`config.mk`:
```
export PLATFORM = sky130hd
export DESIGN_NAME = rbr_interp
export DESIGN_NICKNAME = d
export VERILOG_FILES = /design/src/rtl/core/rbr_interp.sv
export SDC_FILE = /design/constraint.sdc
export NUM_CORES = 2
export LEC_CHECK = 0
export ABC_AREA = 1
export BUFFER_PORTS_ARGS = -buffer_cell sky130_fd_sc_hd__buf_2
export CORE_MARGIN = 1.5
export CORE_UTILIZATION = 30
export DETAILED_ROUTE_END_ITERATION = 10
export GPL_TIMING_DRIVEN = 0
export PLACE_DENSITY = 0.54
export SLEW_MARGIN = 10
export SYNTH_ARGS = -nofsm -noshare
export SYNTH_HDL_FRONTEND = slang
export SYNTH_SLANG_ARGS = --single-unit
export TNS_END_PERCENT = 10
```
`constraint.sdc`:
```
create_clock -name clk -period 19.3 [get_ports clk]
set_clock_uncertainty 0.2 [all_clocks]
set_input_delay 0 -clock clk [delete_from_list [all_inputs] [get_ports clk]]
set_output_delay 0 -clock clk [all_outputs]
set_load 0.05 [all_outputs]
```
`src/rtl/core/rbr_interp.sv`:
```
// per channel bilinear blend and scaling to Q1.15, three stages
`default_nettype none
module rbr_interp (
	input  wire logic        clk,
	input  wire logic [7:0]  c00,
	input  wire logic [7:0]  c10,
	input  wire logic [7:0]  c01,
	input  wire logic [7:0]  c11,
	input  wire logic [7:0]  fx,
	input  wire logic [7:0]  fy,
	output logic [15:0]      q15
);
	logic [16:0] top_s1, bot_s1;
	logic [7:0]  fy_s1;
	logic [8:0]  gx;
	always_comb gx = 9'd256 - {1'b0, fx};

	// horizontal blend
	always_ff @(posedge clk) begin
		top_s1 <= 17'(c00) * 17'(gx) + 17'(c10) * 17'(fx);
		bot_s1 <= 17'(c01) * 17'(gx) + 17'(c11) * 17'(fx);
		fy_s1  <= fy;
	end

	logic [8:0]  gy;
	logic [24:0] v_s2;
	always_comb gy = 9'd256 - {1'b0, fy_s1};

	// vertical blend
	always_ff @(posedge clk) v_s2 <= 25'(top_s1) * 25'(gy) + 25'(bot_s1) * 25'(fy_s1);

	// floor((v+255)/510) by reciprocal, exact for v+255 below 2^25
	localparam longint RECIP = ((64'd1 << 34) + 509) / 510;
	logic [25:0] n;
	logic [59:0] p;
	always_comb begin
		n = {1'b0, v_s2} + 26'd255;
		p = 60'(n) * 60'(RECIP);
	end
	always_ff @(posedge clk) q15 <= 16'(p >> 34);
endmodule
`default_nettype wire

```
==> results.tsv <==
stage	metric	value	unit
outcome	outcome	completed	
timing	Min Clock Period, post-route	8.203	ns
timing	final setup fails	0	
synth	number of synthesized flops with an enable pin	0	
synth	Syn Nets	4617	
clock_network	Post-CTS Setup Inserts	0	
timing	Final Cycle Share	42.50	%
die	chip height	306.7	µm
final_layout	Layout Nets	4671	
worst_setup_path	R2R Setup Slk	11.10	ns
final_layout	layout cells sized above 1	2.792	%
synth	Ys Warns	0	
detailed_routing	TritonRoute pass-1 iters	6	
global_route	initial antenna violation count	0	
final_layout	post-layout util	32.52	%
hold_path	Hold Path Depth	2	
detailed_routing	antenna viol nets, final	0	
final_layout	area delta synth->final	7.550	%
detailed_routing	Residual DRC	0	
global_route	GRT Residual Overflow	0	
synth	cell area after synthesis	27680	µm²
die	die width	306.7	µm
place	Post-Place Cells	4887	
final_layout	commonest non-fill, non-tap cell in the layout	inv_1	
final_layout	Ant. Diodes	0	
global_route	first-pass GRT wire length	121100	µm
clock_network	CTS tree	done	
clock_network	clock root buffer	clkbuf_16	
synth	post-synthesis register bit count	83	
timing	Slew @ Worst Pin	0.9495	ns
clock_network	later-pin clock latency in the skew report	0.39	ns
synth	Synth area leader	fa_1	
hold_path	worst hold endpoint	fy_s1[2]$_DFF_P_	
clock_network	CTS Buf Count	9	
synth	register area share after synthesis	6.004	%
global_route	largest net degree at the start of global routing	15	
worst_setup_path	Worst Path Buf+Inv	8	
worst_setup_path	Setup Crit Path Kind	reg -> reg	
worst_setup_path	Reg-to-Reg Start	fy_s1[0]$_DFF_P_	
synth	share of the synthesized area in the top cell type	34.58	%
die	Ports	65	
clock_network	H-tree depth	3	
synth	Mapped Cells	3666	
place	RePlAce Congestion	0.9011	
worst_setup_path	worst-path cell chain	clkbuf_1 > clkbuf_1 > inv_1 > ha_1 > xnor2_1 > clkbuf_1 > nand2_1 > fa_1 > fa_1 > fa_1 > inv_1 > fa_1 > fa_1 > inv_1 > fa_1 > inv_1 > ha_1 > nand2_1 > inv_1 > nand3_1 > nor3_1 > nand4_1 > nand3_1 > xor2_1	
detailed_routing	Routed WL per cell	15.21	µm
die	Core Area	91520	µm²
clock_network	Longest Clk Path Bufs	2	
timing	Final Hold Violating Endpoints	0	
hold_path	worst hold start	fy[2]	
synth	Synth cell types	46	
place	Post-DP Area	29340	µm²
place	I/O Buffers	35	
synth	asr flop ratio synth	0	%
worst_setup_path	CP required	19.42	ns
worst_setup_path	critical-path maximum fanout	10	
clock_network	CTS sink count	83	
timing	setup TNS	0	ns
timing	Slew HR	36.25	%
synth	average cell area after synthesis	7.550	µm²
worst_setup_path	Setup crit end kind	flip-flop	
global_route	gr usage total	16.57	%
worst_setup_path	Worst R2R End	v_s2[22]$_DFF_P_	
global_route	vias in the first global route	22396	
hold_path	Hold Path Class	in -> reg	
timing	Final Max Tran Viols	0	
timing	fmax	121.9	MHz
worst_setup_path	Worst path max stage delay	0.65	ns
worst_setup_path	Slowest cell on crit path	clkbuf_1	
detailed_routing	Routed WL	74700	µm
run	MaxCap Viol Count	0	
worst_setup_path	Crit path top cell by count	fa_1	
die	initial core utilization	30.24	%
synth	Top FF cell, synth	dfxtp_1	
worst_setup_path	Worst EP arrival	8.32	ns
die	# rows	111	
worst_setup_path	Worst Setup Start Kind	flip-flop	
final_layout	design area	29770	µm²
die	area of the die	94090	µm²
synth	top post-synthesis cells by area	fa_1, ha_1, inv_1	
final_layout	most frequent cells in the layout	inv_1, nand2_1, fa_1	
worst_setup_path	delay-heaviest family, CP	adder cells	
clock_network	Reg clk slew, reported paths	0.07	ns
detailed_routing	Iter 0 DRT Violations	1146	
worst_setup_path	Reg2Reg Depth	24	
place	Final HPWL DP	65330	µm
detailed_routing	Via density	4.411	
final_layout	Post-Layout Cell Count	4911	
timing	RSZ-0062 raised after global routing	no	
detailed_routing	DR vias	21662	
==> metrics by stage <==
step	setup slack [ns]	hold slack, ns
after CTS	11.21	0.03864
after floorplan	12.92	-0.1723
after global routing	10.75	0.06170
final	11.10	0.04945
after global placement	11.00	-0.09606
after detailed placement	11.23	-0.09556
==> cell type report <==
cell class / count / area (µm²)
well taps: 1186 / 1484
multi-input cells: 2392 / 21510
flip-flops and latches: 83 / 1662
plain buffers: 91 / 376.6
inverters: 1100 / 4131
clock buffers: 10 / 229.0
clock inverters: 6 / 113.9
repair buffers: 43 / 255.2
fillers: 9916 / 61760
==> layer usage <==
layer | vias to the layer above | share of wire [%] | track usage [%]
met3 | 83 | 5.5 | 2.867
li1 | 10748 | - | -
met5 | - | 0 | 0
met1 | 10371 | 45 | 21.91
met4 | 0 | 2.2 | 3.937
met2 | 460 | 47 | 28.02
==> state kept, by name, indices dropped and copies added (netlist names) <==
signal and cells:
v_s2 25, q15 16, bot_s1 17, top_s1 17, fy_s1 8
==> worst max path at each step <==
stage,startpoint,end,slack [ns],depth (start not counted)
finish,fy_s1[0]$_DFF_P_,v_s2[22]$_DFF_P_,11.10,24
global route,fy_s1[0]$_DFF_P_,v_s2[21]$_DFF_P_,10.75,24
CTS,fy_s1[0]$_DFF_P_,v_s2[16]$_DFF_P_,11.21,23
detailed placement,fy_s1[0]$_DFF_P_,v_s2[16]$_DFF_P_,11.23,23
global placement,fx[1],bot_s1[16]$_DFF_P_,11.00,24
floorplan,fy_s1[0]$_DFF_P_,v_s2[16]$_DFF_P_,12.92,28
==> synth_stat cells (2+ instances only) <==
cell type and instances:
a31oi_1 5, inv_2 7, nor3_2 2, nand3_1 82, o21ai_1 4, o21ai_0 40, dfxtp_1 83, ha_1 424
a21o_1 9, nor4_1 2, a21boi_0 3, buf_1 10, o21a_1 2, clkbuf_2 9, xor2_1 60, o211ai_1 2
inv_1 1091, nor2_2 9, clkbuf_1 65, fa_1 478, nor3_1 19, a21oi_1 92, nand4_1 30, nand2_1 842
nor2_1 227, and2_1 2, or2_2 3, buf_6 2, xnor2_1 21, buf_2 4, nand2_2 11, o21bai_1 12
==> logic make-up (layout without fill, tap and decap cells) <==
group                    count (synthesis)  in the layout  synth area share [%]
AO/OA/AOI/OAI                          170            170                 3.359
adder cells (fa/ha/maj)                902            902                 53.74
flip-flops                              83             83                 6.004
XOR/XNOR                                81             81                 2.563
AND/OR/NAND/NOR                       1239           1239                 18.04
buffers and inverters                 1191           1250                 16.29
==> what timing repair did <==
item	in CTS	in global routing
hold endpoints to repair	8	0
resized for setup	0	0
hold buffers	8	0
Power is left out: the tool's default activity adds up to more than one toggle a clock period on the data nets, which glitch-free logic cannot reach.
