`src/rtl/core/rbr_pkg.sv`:
```
// package for the roi bilinear resize block: widths, codes and helpers
`default_nettype none
package rbr_pkg;
	localparam int MAX_WIDTH_D  = 256;
	localparam int MAX_HEIGHT_D = 256;
	localparam int OUT_SIDE_D   = 36;
	localparam int CFG_W        = 17;
	localparam int CFG_IDX_W    = 3;

	typedef enum logic [2:0] {
		REG_FRAME_WIDTH  = 3'd0,
		REG_FRAME_HEIGHT = 3'd1,
		REG_ROI_LEFT     = 3'd2,
		REG_ROI_TOP      = 3'd3,
		REG_ROI_SPAN_X   = 3'd4,
		REG_ROI_SPAN_Y   = 3'd5
	} reg_idx_t;

	typedef enum logic [1:0] {
		ST_OK          = 2'd0,
		ST_BAD_FRAME   = 2'd1,
		ST_BAD_REGION  = 2'd2,
		ST_OUTSIDE     = 2'd3
	} status_t;

	typedef enum logic {
		REQ_LOAD   = 1'b0,
		REQ_SAMPLE = 1'b1
	} req_t;

	// clamped region, shared between the mapping and output stages
	typedef struct packed {
		status_t     status;
		logic [12:0] left;
		logic [12:0] top;
		logic [12:0] span_x;
		logic [12:0] span_y;
	} region_t;
endpackage
`default_nettype wire

```
`src/rtl/core/rbr_axis.sv`:
```
// source coordinate mapping along one axis, two register stages
`default_nettype none
module rbr_axis #(
	parameter int OUT_SIDE = rbr_pkg::OUT_SIDE_D
) (
	input  wire logic        clk,
	input  wire logic [5:0]  cell_idx,
	input  wire logic [12:0] start,
	input  wire logic [12:0] span,
	input  wire logic [8:0]  size,
	output logic [7:0]       pos0,
	output logic [7:0]       pos1,
	output logic [7:0]       frac
);
	import rbr_pkg::*;

	localparam int DEN = 2 * OUT_SIDE;
	// reciprocal for floor(t/DEN) with t below 2^23
	localparam int RSH = 32;
	localparam longint RECIP = ((64'd1 << RSH) + DEN - 1) / DEN;

	logic [5:0]  cc;
	logic [6:0]  odd;
	logic [22:0] t_s1;
	logic [12:0] start_s1;
	logic [8:0]  size_s1;

	// saturate cell and form numerator
	always_comb begin
		cc  = (32'(cell_idx) >= OUT_SIDE) ? 6'(OUT_SIDE - 1) : cell_idx;
		odd = {cc, 1'b1};
	end

	always_ff @(posedge clk) begin
		t_s1     <= 23'(odd) * 23'({span, 4'd0}) + 23'(OUT_SIDE);
		start_s1 <= start;
		size_s1  <= size;
	end

	logic [52:0] prod;
	logic [20:0] q;
	logic signed [19:0] s;
	logic signed [19:0] hi;
	logic [15:0] sc;

	// divide by constant, clamp to frame
	always_comb begin
		prod = 53'(t_s1) * 53'(RECIP);
		q    = 21'(prod >> RSH);
		s    = $signed({3'd0, start_s1, 4'd0}) + $signed({1'b0, 19'(q)}) - 20'sd128;
		hi   = $signed({3'd0, 9'(size_s1 - 9'd1), 8'd0});
		if (s < 0) sc = '0;
		else if (s > hi) sc = hi[15:0];
		else sc = s[15:0];
	end

	logic [15:0] sc_s2;
	logic [8:0]  size_s2;
	always_ff @(posedge clk) begin
		sc_s2   <= sc;
		size_s2 <= size_s1;
	end

	logic [8:0] nxt;
	always_comb begin
		nxt  = {1'b0, sc_s2[15:8]} + 9'd1;
		pos0 = sc_s2[15:8];
		frac = sc_s2[7:0];
		pos1 = (nxt < size_s2) ? nxt[7:0] : 8'(size_s2 - 9'd1);
	end
endmodule
`default_nettype wire

```
`config.mk`:
```
export PLATFORM = sky130hd
export DESIGN_NAME = rbr_axis
export DESIGN_NICKNAME = d
export VERILOG_FILES = /design/src/rtl/core/rbr_pkg.sv /design/src/rtl/core/rbr_axis.sv
export SDC_FILE = /design/constraint.sdc
export NUM_CORES = 1
export LEC_CHECK = 0
export BUFFER_PORTS_ARGS = -buffer_cell sky130_fd_sc_hd__clkbuf_2
export CAP_MARGIN = 10
export CORE_MARGIN = 5
export CORE_UTILIZATION = 65
export CTS_CLUSTER_SIZE = 8
export DETAILED_ROUTE_END_ITERATION = 12
export GPL_TIMING_DRIVEN = 0
export HOLD_SLACK_MARGIN = 0.03
export PLACE_DENSITY_LB_ADDON = 0.25
export SLEW_MARGIN = 20
export SYNTH_ARGS = -nofsm -noshare
export SYNTH_HDL_FRONTEND = slang
export SYNTH_SLANG_ARGS = --single-unit
```
`constraint.sdc`:
```
create_clock -name clk -period 13.15 [get_ports clk]
set_clock_uncertainty 0.15 [all_clocks]
set_input_delay 1.9725 -clock clk [delete_from_list [all_inputs] [get_ports clk]]
set_output_delay 1.9725 -clock clk [all_outputs]
set_load 0.05 [all_outputs]
```
==> impl_metrics.toml <==
[status]
outcome = "finished clean"

[worst_setup_path]
critPathTopFamily = "adder cells"
reg2reg_slack_ns = 2.98
max_stage_delay_ns = 0.67
reg2reg_depth = 42
crit_fanout = 10
crit_buf_inv = 8
path_depth = 42
start_kind = "register"
setup.worst_path.class = "register to register"
arrival_ns = 10.29
crit_slowest_cell = "o41ai_1"
required_ns = 13.27
cp-end-kind = "register"
cpMostUsedCell = "inv_1"

[yosys]
synth.top_cell.area_share_pct = 27.0
ys_seq_area_share_pct = 10.6
synth-async-reset-ratio_pct = 0
synth.top_cells.by_area = "ha_1 (27%), fa_1 (27%), dfxtp_1 (11%)"
synth_top_family_by_area = "adder cells"
synth_seq_cells = 66
synthXorXnorAreaFrac_pct = 5.98
synth_edf_count = 0
syn_inst = 1351
synth_cell_types = 58
synth-simple-area-share_pct = 10.1
synth_compound_area_share_pct = 8.29
synthAdderAreaFrac_pct = 53.7
synth_nets = 1828
synth-main-ff-cell = "dfxtp_1"
synth_area_leader_cell = "ha_1"
syn-cell-area_um2 = 12500
avgSynthCellArea_um2 = 9.22
yosys_warnings = 0
synthMuxAreaShare_pct = 0.955

[place]
post-dp-hpwl_mm = 22.3
pre_cts_slack_ns = 3.06
port_buffers = 65
routabilityCongestion = 0.932
dp_cells = 1650

[clock_network]
cts-resized-gates = 0
cts-root-buf = "clkbuf_16"
clk_latency_ns = 0.36
cts_tree = "yes"
clk_pin_slew_ns = 0.05
numCtsBuffers = 9
post_cts_buffers = 0
cts-hold-fix-buffers = 0
clock-sinks = 66
cts_buffer_depth = 2
cts.htree.levels = 3

[floorplan]
start_util_pct = 66.3
coreArea_um2 = 18800
io_pins = 66
row_count = 50
die_w_um = 148
dieArea_um2 = 22000
die_h_um = 148

[layout]
fin_nets = 1904
final_cell_mix = "inv_1 (328), ha_1 (269), fa_1 (166)"
layoutNonFillerInstCount = 1666
antenna_cells = 0
drive_gt1_share_pct = 7.75
area_growth_pct = 7.51
regArea_um2 = 1320
fill_cells = 1399
final_util_pct = 71.3
multi_input_area_um2 = 9840
layout.cells.most_common = "inv_1"

[flow_run]
max_cap_violations = 0

[sta]
hold_viol = 0
drv_slew = 0
fin_ws_ns = 2.98
rsz0062_at_grt = "false"
slew_headroom_pct = 40.8
worst_pin_slew_ns = 0.876
layout_min_cycle_time_ns = 10.17
fin_crit_sh_pct = 77.3
setup_viol = 0
fin_setup_tns_ns = 0
fmax_ghz = 0.0983

[detailed_routing]
drc = 0
wl_per_cell_um = 15.2
wirelength_mm = 25.4
antenna_left = 0
drtIter0Drc = 353
vias = 9032
dr.pass1.iters = 5
vias_per_cell = 5.42

[min_path]
min_path_cells = 0
worstHoldPathType = "register to register"

[global_routing]
first_global_vias = 9638
met2_usage_pct = 44.8
gr-usage-all-layers_pct = 24.7
grt_pass1_wl_mm = 44.0
overflow = 0
grt_busiest_layer = "met2"
antenna_found_initial = 0
grt_max_degree = 12
grt_use_met3_pct = 4.08
grtUsageMet1_pct = 30.2
-- final timing paths --
check | start | endpoint
hold reg to reg | size_s1[8]$_DFF_P_ | size_s2[8]$_DFF_P_
setup / recovery | t_s1[21]$_DFF_P_ | sc_s2[10]$_SDFF_PN0_
setup reg to reg | t_s1[21]$_DFF_P_ | sc_s2[10]$_SDFF_PN0_
hold / removal | size_s1[8]$_DFF_P_ | size_s2[8]$_DFF_P_
-- metrics by stage --
step                instance area [um^2]  hold slack [ns]
floorplan                          12500            0.200
global placement                   13100            0.226
detailed placement                 13100            0.226
CTS                                13400            0.233
global route                       13400            0.240
finish                             13400            0.232
-- sequential cells by signal (all words and copies together), names as in the netlist --
signal and flops:
t_s1 19, sc_s2 16, start_s1 13, size_s1 9, size_s2 9
-- final cells by class --
type                    count  share of cell area (%)
plain buffers              12                   0.421
clock buffers              13                    2.02
clock inverters             3                   0.346
inverters                 328                    9.20
multi-input cells         945                    73.5
flip-flops and latches     66                    9.87
well taps                 234                    2.19
repair buffers             65                    2.43
-- metal layers --
metal	vias to the layer above	share of wire, %
li1	4480	-
met1	4298	43
met2	205	51
met3	49	4.4
met4	0	2.5
met5	-	0
-- Yosys cell counts (19+ instances only) --
master     n
fa_1     166
o21ai_0   20
ha_1     269
nor2_1    40
a21o_1    19
xnor2_1   52
inv_1    328
nand2_1   90
and2_1    24
xor2_1    33
a21oi_1   53
dfxtp_1   66
-- logic make-up after synthesis --
kind of cell | after synthesis
flip-flops | 66
multiplexers | 11
buffers and inverters | 340
AO/OA/AOI/OAI | 157
adder cells (fa/ha/maj) | 435
XOR/XNOR | 85
AND/OR/NAND/NOR | 257
-- worst reg2reg max path, delay by kind of cell, from the launching register on --
family / cells / cell delay (ns)
xor+xnor: 2 / 0.30
buf+inv: 8 / 0.66
compound gates: 14 / 3.03
simple gates: 7 / 0.87
fa+ha+maj: 11 / 4.57
flops: 1 / 0.49
Power is left out: the tool's default activity adds up to more than one toggle a clock period on the data nets, which glitch-free logic cannot reach.
