==> src/rtl/core/rbr_pkg.sv <==
// package for the roi bilinear resize block: widths, codes and helpers
`default_nettype none
package rbr_pkg;
	localparam int MAX_WIDTH_D  = 256;
	localparam int MAX_HEIGHT_D = 256;
	localparam int OUT_SIDE_D   = 36;
	localparam int CFG_W        = 17;
	localparam int CFG_IDX_W    = 3;

	typedef enum logic [2:0] {
		REG_FRAME_WIDTH  = 3'd0,
		REG_FRAME_HEIGHT = 3'd1,
		REG_ROI_LEFT     = 3'd2,
		REG_ROI_TOP      = 3'd3,
		REG_ROI_SPAN_X   = 3'd4,
		REG_ROI_SPAN_Y   = 3'd5
	} reg_idx_t;

	typedef enum logic [1:0] {
		ST_OK          = 2'd0,
		ST_BAD_FRAME   = 2'd1,
		ST_BAD_REGION  = 2'd2,
		ST_OUTSIDE     = 2'd3
	} status_t;

	typedef enum logic {
		REQ_LOAD   = 1'b0,
		REQ_SAMPLE = 1'b1
	} req_t;

	// clamped region, shared between the mapping and output stages
	typedef struct packed {
		status_t     status;
		logic [12:0] left;
		logic [12:0] top;
		logic [12:0] span_x;
		logic [12:0] span_y;
	} region_t;
endpackage
`default_nettype wire

==> src/rtl/core/rbr_region.sv <==
// configuration registers and region clamping with status
`default_nettype none
module rbr_region #(
	parameter int MAX_WIDTH  = rbr_pkg::MAX_WIDTH_D,
	parameter int MAX_HEIGHT = rbr_pkg::MAX_HEIGHT_D
) (
	input  wire logic                       clk,
	input  wire logic                       arst_n,
	input  wire logic                       cfg_we,
	input  wire logic [rbr_pkg::CFG_IDX_W-1:0] cfg_index,
	input  wire logic [rbr_pkg::CFG_W-1:0]  cfg_data,
	output rbr_pkg::region_t                region,
	output logic [8:0]                      fw,
	output logic [8:0]                      fh
);
	import rbr_pkg::*;

	logic [8:0]         fw_q, fh_q;
	logic signed [16:0] left_q, top_q, spx_q, spy_q;

	// register writes
	always_ff @(posedge clk or negedge arst_n) begin
		if (!arst_n) begin
			fw_q <= '0; fh_q <= '0;
			left_q <= '0; top_q <= '0; spx_q <= '0; spy_q <= '0;
		end else if (cfg_we) begin
			case (cfg_index)
				REG_FRAME_WIDTH:  fw_q   <= cfg_data[8:0];
				REG_FRAME_HEIGHT: fh_q   <= cfg_data[8:0];
				REG_ROI_LEFT:     left_q <= cfg_data;
				REG_ROI_TOP:      top_q  <= cfg_data;
				REG_ROI_SPAN_X:   spx_q  <= cfg_data;
				REG_ROI_SPAN_Y:   spy_q  <= cfg_data;
				default: ;
			endcase
		end
	end

	logic signed [17:0] ux, uy, rw, rh, uw, uh;
	logic               bad_frame;

	// clamp region to frame
	always_comb begin
		ux = left_q[16] ? 18'sd0 : {1'b0, left_q};
		uy = top_q[16]  ? 18'sd0 : {1'b0, top_q};
		rw = $signed({5'd0, fw_q, 4'd0}) - ux;
		rh = $signed({5'd0, fh_q, 4'd0}) - uy;
		uw = ($signed({spx_q[16], spx_q}) < rw) ? $signed({spx_q[16], spx_q}) : rw;
		uh = ($signed({spy_q[16], spy_q}) < rh) ? $signed({spy_q[16], spy_q}) : rh;
		bad_frame = (fw_q == 9'd0) || (fh_q == 9'd0) ||
			({23'd0, fw_q} > 32'(MAX_WIDTH)) || ({23'd0, fh_q} > 32'(MAX_HEIGHT));
		region = '0;
		if (bad_frame)
			region.status = ST_BAD_FRAME;
		else if (spx_q[16] || spx_q == 17'sd0 || spy_q[16] || spy_q == 17'sd0)
			region.status = ST_BAD_REGION;
		else if (uw <= 18'sd0 || uh <= 18'sd0)
			region.status = ST_OUTSIDE;
		else begin
			region.status = ST_OK;
			region.left   = ux[12:0];
			region.top    = uy[12:0];
			region.span_x = uw[12:0];
			region.span_y = uh[12:0];
		end
	end

	assign fw = fw_q;
	assign fh = fh_q;
endmodule
`default_nettype wire

==> config.mk <==
export PLATFORM = sky130hd
export DESIGN_NAME = rbr_region
export DESIGN_NICKNAME = d
export VERILOG_FILES = /design/src/rtl/core/rbr_pkg.sv /design/src/rtl/core/rbr_region.sv
export SDC_FILE = /design/constraint.sdc
export NUM_CORES = 1
export LEC_CHECK = 0
export BUFFER_PORTS_ARGS = -buffer_cell sky130_fd_sc_hd__buf_2
export CAP_MARGIN = 20
export CORE_ASPECT_RATIO = 0.75
export CORE_MARGIN = 3
export CORE_UTILIZATION = 41
export DETAILED_ROUTE_END_ITERATION = 6
export SKIP_CTS_REPAIR_TIMING = 1
export SYNTH_ARGS = -nofsm -noshare
export SYNTH_HDL_FRONTEND = slang
export SYNTH_SLANG_ARGS = --single-unit
==> constraint.sdc <==
create_clock -name clk -period 8.4 [get_ports clk]
set_input_delay 0 -clock clk [delete_from_list [all_inputs] [get_ports clk]]
set_output_delay 0 -clock clk [all_outputs]
set_load 0.01 [all_outputs]
==> results.md <==
- Dividing the detail-routed wire length by the instance count gives 21.3 um.
- TritonCTS built the clock tree.
- The final count of hold timing violations came to 0.
- Ranked by total cell area, the synthesized netlist is headed by sky130_fd_sc_hd__dfrtp_1, sky130_fd_sc_hd__mux2_2, sky130_fd_sc_hd__ha_1.
- In this run, synthesis produced a sequential element count of 86.
- The worst IR drop on VDD is 232 uV.
- Counting the buffers created by CTS gives 9.
- Headroom to the max-slew limit came out at 31.3%.
- The number of nets handed over by synthesis was 819.
- After technology mapping, the gate count stands at 742.
- The worst setup skew after layout is 0 ps.
- The path type of the worst setup path is flip-flop to output pin.
- The share of layout cells above drive strength 1 is 26.2%.
- Of the synthesized area, sequential elements account for 31.3%.
- Entering global routing, the biggest net connects 59 pins.
- The accumulated negative setup slack is 0 ps.
- The startpoint of the lowest-slack register-to-register path is left_q[16].
- For this run, the number of Yosys warnings is 0.
- The die span in x is 155 um.
- The cell type contributing the most total cell area after synthesis is sky130_fd_sc_hd__dfrtp_1.
- Cells fill 48.8% of the core in the end.
- In this run the power density over the cells is 372 nW/um^2.
- In this run the core area contains 40 standard-cell rows.
- Summed over all nets, the half-perimeter wirelength after detailed placement is 17100 um.
- The most critical setup path has its endpoint at region[17].
- The top-level port count is 95.
- The portion of synthesized cell area occupied by the leading cell type is 31.3%.
- The commonest cells after synthesis are sky130_fd_sc_hd__dfrtp_1, sky130_fd_sc_hd__mux2_2, sky130_fd_sc_hd__nand2_1, sky130_fd_sc_hd__nor4_1, sky130_fd_sc_hd__ha_1.
- The H-tree depth is 3.
- The type of destination of the critical path is an output pin.
- The DRC violations left is 0.
- Setup repair after global routing left no endpoint under its margin.
- The worst path uses 83.2% of the clock period.
- The maximum clock insertion buffer count is 2.
- The die covers 18400 um^2.
- The post-synthesis cell area is 6870 um^2.
- Clock latency on the worst-skew pair, taken at its later pin, is 350 ps.
- The via density per instance is 6.16.
- The actual transition at the worst max-transition pin is 1030 ps.
- The worst register-to-register path has a depth of 2.
- The flow ran to the end, and the final reports show no timing, DRC or antenna violations.
- The required arrival time at the worst endpoint is 8400 ps.
- Port buffering added 94 buffers.
- The highest attainable clock frequency is 0.143 GHz.
- From bottom edge to top edge, the die measures 118 um.
- Averaged over all synthesized cells, the footprint is 9.26 um^2.
- The first detailed-routing pass took 5 iterations.
- The startpoint identified for the worst hold timing path is cfg_data[5].
- The total power is 2.94 mW.
- The final count of negative-setup-slack endpoints is 0.
- In the final design database the tool counted 908 nets.
- Max-cap violations in this run came to 0.
- The register-to-register setup slack is 7010 ps.
- The count of cells in the finished layout, fillers not included, comes to 1046.
- After floorplanning, the core was sized to cover 16200 um^2.
- The startpoint kind of the worst setup timing path is a flip-flop.
- The worst setup path startpoint is top_q[16].
- The post-route antenna net violation count is 0.
- In the synthesized netlist the dominant register cell turns out to be sky130_fd_sc_hd__dfrtp_1.
- Summed over all cells, the static leakage comes to 3.52 nW.
- The layout-stage area growth over the synthesis result is 15.1%.
- The via count of the first global-routing pass is 6067.
- The proportion of register bits with asynchronous set or reset after synthesis is 100%.
- The worst path in the final design needs a cycle of 6990 ps, including I/O delays and setup.
- The final number of max-transition violations was 0.
- The first global-routing pass estimated 34700 um of wire.
- For this run, the total global-route usage over all layers was measured as 23.9%.
- The final critical-path setup slack is 1410 ps.
- For this configuration, the core starts out at a cell density of 42.4%.
- The final estimated routing congestion in global placement is 0.927.
- In this run the worst path has a maximum fanout of 44.
- sky130_fd_sc_hd__dfrtp_1 is the most common cell in the netlist.
- The worst min-delay path category is input pin to flip-flop.
- The number of antenna violations at the first check in global routing was 0.
- The clock input transition at the sequential cells of the worst setup and hold paths is 80 ps.
- The endpoint identified for the worst register-to-register timing path is left_q[16].
- The cell sitting at the root of the clock tree is a sky130_fd_sc_hd__clkbuf_16.
- After synthesis, the netlist uses 71 different library cells.
- The number of flops mapped to enable cells by yosys is 0.
- After detailed placement, the total cell area comes to 7500 um^2.
- Prior to clock tree synthesis, the placed netlist has a worst setup slack of 2010 ps.
- At the worst endpoint, the arrival time is 6990 ps.
- CTS saw 86 sinks.
- Counting tap cells, the placed design contains a total of 1018 instances.
- The total global routing overflow is 0.
- The number of antenna diodes in the final layout is 0.
- The routed wire length is 22200 um.
- The post-route cell area is 7910 um^2.
- The violation count after the first detailed-route iteration is 684.
- The number of vias in the routed layout is 6441.
- Final hold analysis gives a worst-case slack of 0.454 ps.
## routing by layer
layer / part of all wire [%] / global-route usage [%] / wire [um]
met3: 7.6 / 5.73 / 1680
met1: 50 / 38.0 / 11200
met5: 0 / 0 / 0
met4: 0.88 / 3.94 / 195
met2: 41 / 33.1 / 9170
## layout make-up
| type | count | area [um^2] |
|---|---|---|
| inverters | 29 | 109 |
| clock buffers | 9 | 225 |
| multi-input cells | 589 | 4430 |
| fillers | 1569 | 8300 |
| clock inverters | 7 | 62.6 |
| repair buffers | 116 | 673 |
| well taps | 210 | 263 |
| flip-flops and latches | 86 | 2150 |
## report_power, final
group          internal, mW  total, mW  leakage, nW  switching [mW]
clock network         0.209      0.410        0.145           0.201
logic                 0.710       1.90         2.35            1.19
registers             0.505      0.631         1.03           0.126
## critical path: stages, from the launching register on
cell and delay, ps:
sky130_fd_sc_hd__dfrtp_1 590, sky130_fd_sc_hd__clkinv_1 580, sky130_fd_sc_hd__nand2_1 290, sky130_fd_sc_hd__ha_1 340, sky130_fd_sc_hd__o21ai_0 330, sky130_fd_sc_hd__a221oi_2 170
sky130_fd_sc_hd__a221oi_2 450, sky130_fd_sc_hd__mux2i_1 290, sky130_fd_sc_hd__nand2_1 80, sky130_fd_sc_hd__ha_1 180, sky130_fd_sc_hd__a21o_1 200, sky130_fd_sc_hd__a311o_1 390
sky130_fd_sc_hd__a211oi_1 260, sky130_fd_sc_hd__a31oi_1 130, sky130_fd_sc_hd__o32ai_1 890, sky130_fd_sc_hd__o21a_1 290, sky130_fd_sc_hd__a31oi_4 80, sky130_fd_sc_hd__buf_4 300
sky130_fd_sc_hd__nor4b_1 520, sky130_fd_sc_hd__buf_2 230
## placed cells by master, fill, tap and decap left out, types with 5 or more instances in the layout
cell	count
sky130_fd_sc_hd__a2111oi_0	5
sky130_fd_sc_hd__nor4_1	62
sky130_fd_sc_hd__mux2_2	82
sky130_fd_sc_hd__inv_1	28
sky130_fd_sc_hd__nor2b_1	7
sky130_fd_sc_hd__ha_1	54
sky130_fd_sc_hd__clkbuf_16	9
sky130_fd_sc_hd__nand3_1	14
sky130_fd_sc_hd__nor2_1	26
sky130_fd_sc_hd__dlygate4sd3_1	11
sky130_fd_sc_hd__a21oi_1	37
sky130_fd_sc_hd__nor4b_1	7
sky130_fd_sc_hd__and3_1	8
sky130_fd_sc_hd__and2_1	5
sky130_fd_sc_hd__xnor2_1	7
sky130_fd_sc_hd__nand2b_1	9
sky130_fd_sc_hd__mux2i_1	11
sky130_fd_sc_hd__buf_4	11
sky130_fd_sc_hd__o21ai_0	41
sky130_fd_sc_hd__o21a_1	5
sky130_fd_sc_hd__or2_2	5
sky130_fd_sc_hd__a31oi_1	5
sky130_fd_sc_hd__nor3_1	24
sky130_fd_sc_hd__dfrtp_1	86
sky130_fd_sc_hd__nand2_1	62
sky130_fd_sc_hd__a21o_1	10
sky130_fd_sc_hd__a211oi_1	9
sky130_fd_sc_hd__xor2_1	10
sky130_fd_sc_hd__buf_2	93
## logic make-up after synthesis
logic type | Yosys count | share of synthesized area [%]
buffers and inverters | 67 | 4.35
XOR/XNOR | 17 | 2.17
AND/OR/NAND/NOR | 249 | 19.4
AO/OA/AOI/OAI | 176 | 17.9
flip-flops | 86 | 31.3
multiplexers | 93 | 15.0
adder cells (fa/ha/maj) | 54 | 9.83
## flip-flops by register name, summed over array words and instances, names as in the netlist
register	count
fh	9
fw	9
left_q	17
spx_q	17
spy_q	17
top_q	17
## how the worst min path moves through the flow
stage / slack, ps / cells after the start / end
after floorplan: -300 / 0 / fh[0]
after global placement: -50 / 1 / top_q[11]
after detailed placement: -50 / 1 / top_q[11]
after CTS: -420 / 1 / top_q[11]
after global routing: 6 / 2 / left_q[3]
final: 0.5 / 2 / top_q[5]
No activity file was read; power rests on OpenSTA's default activity.
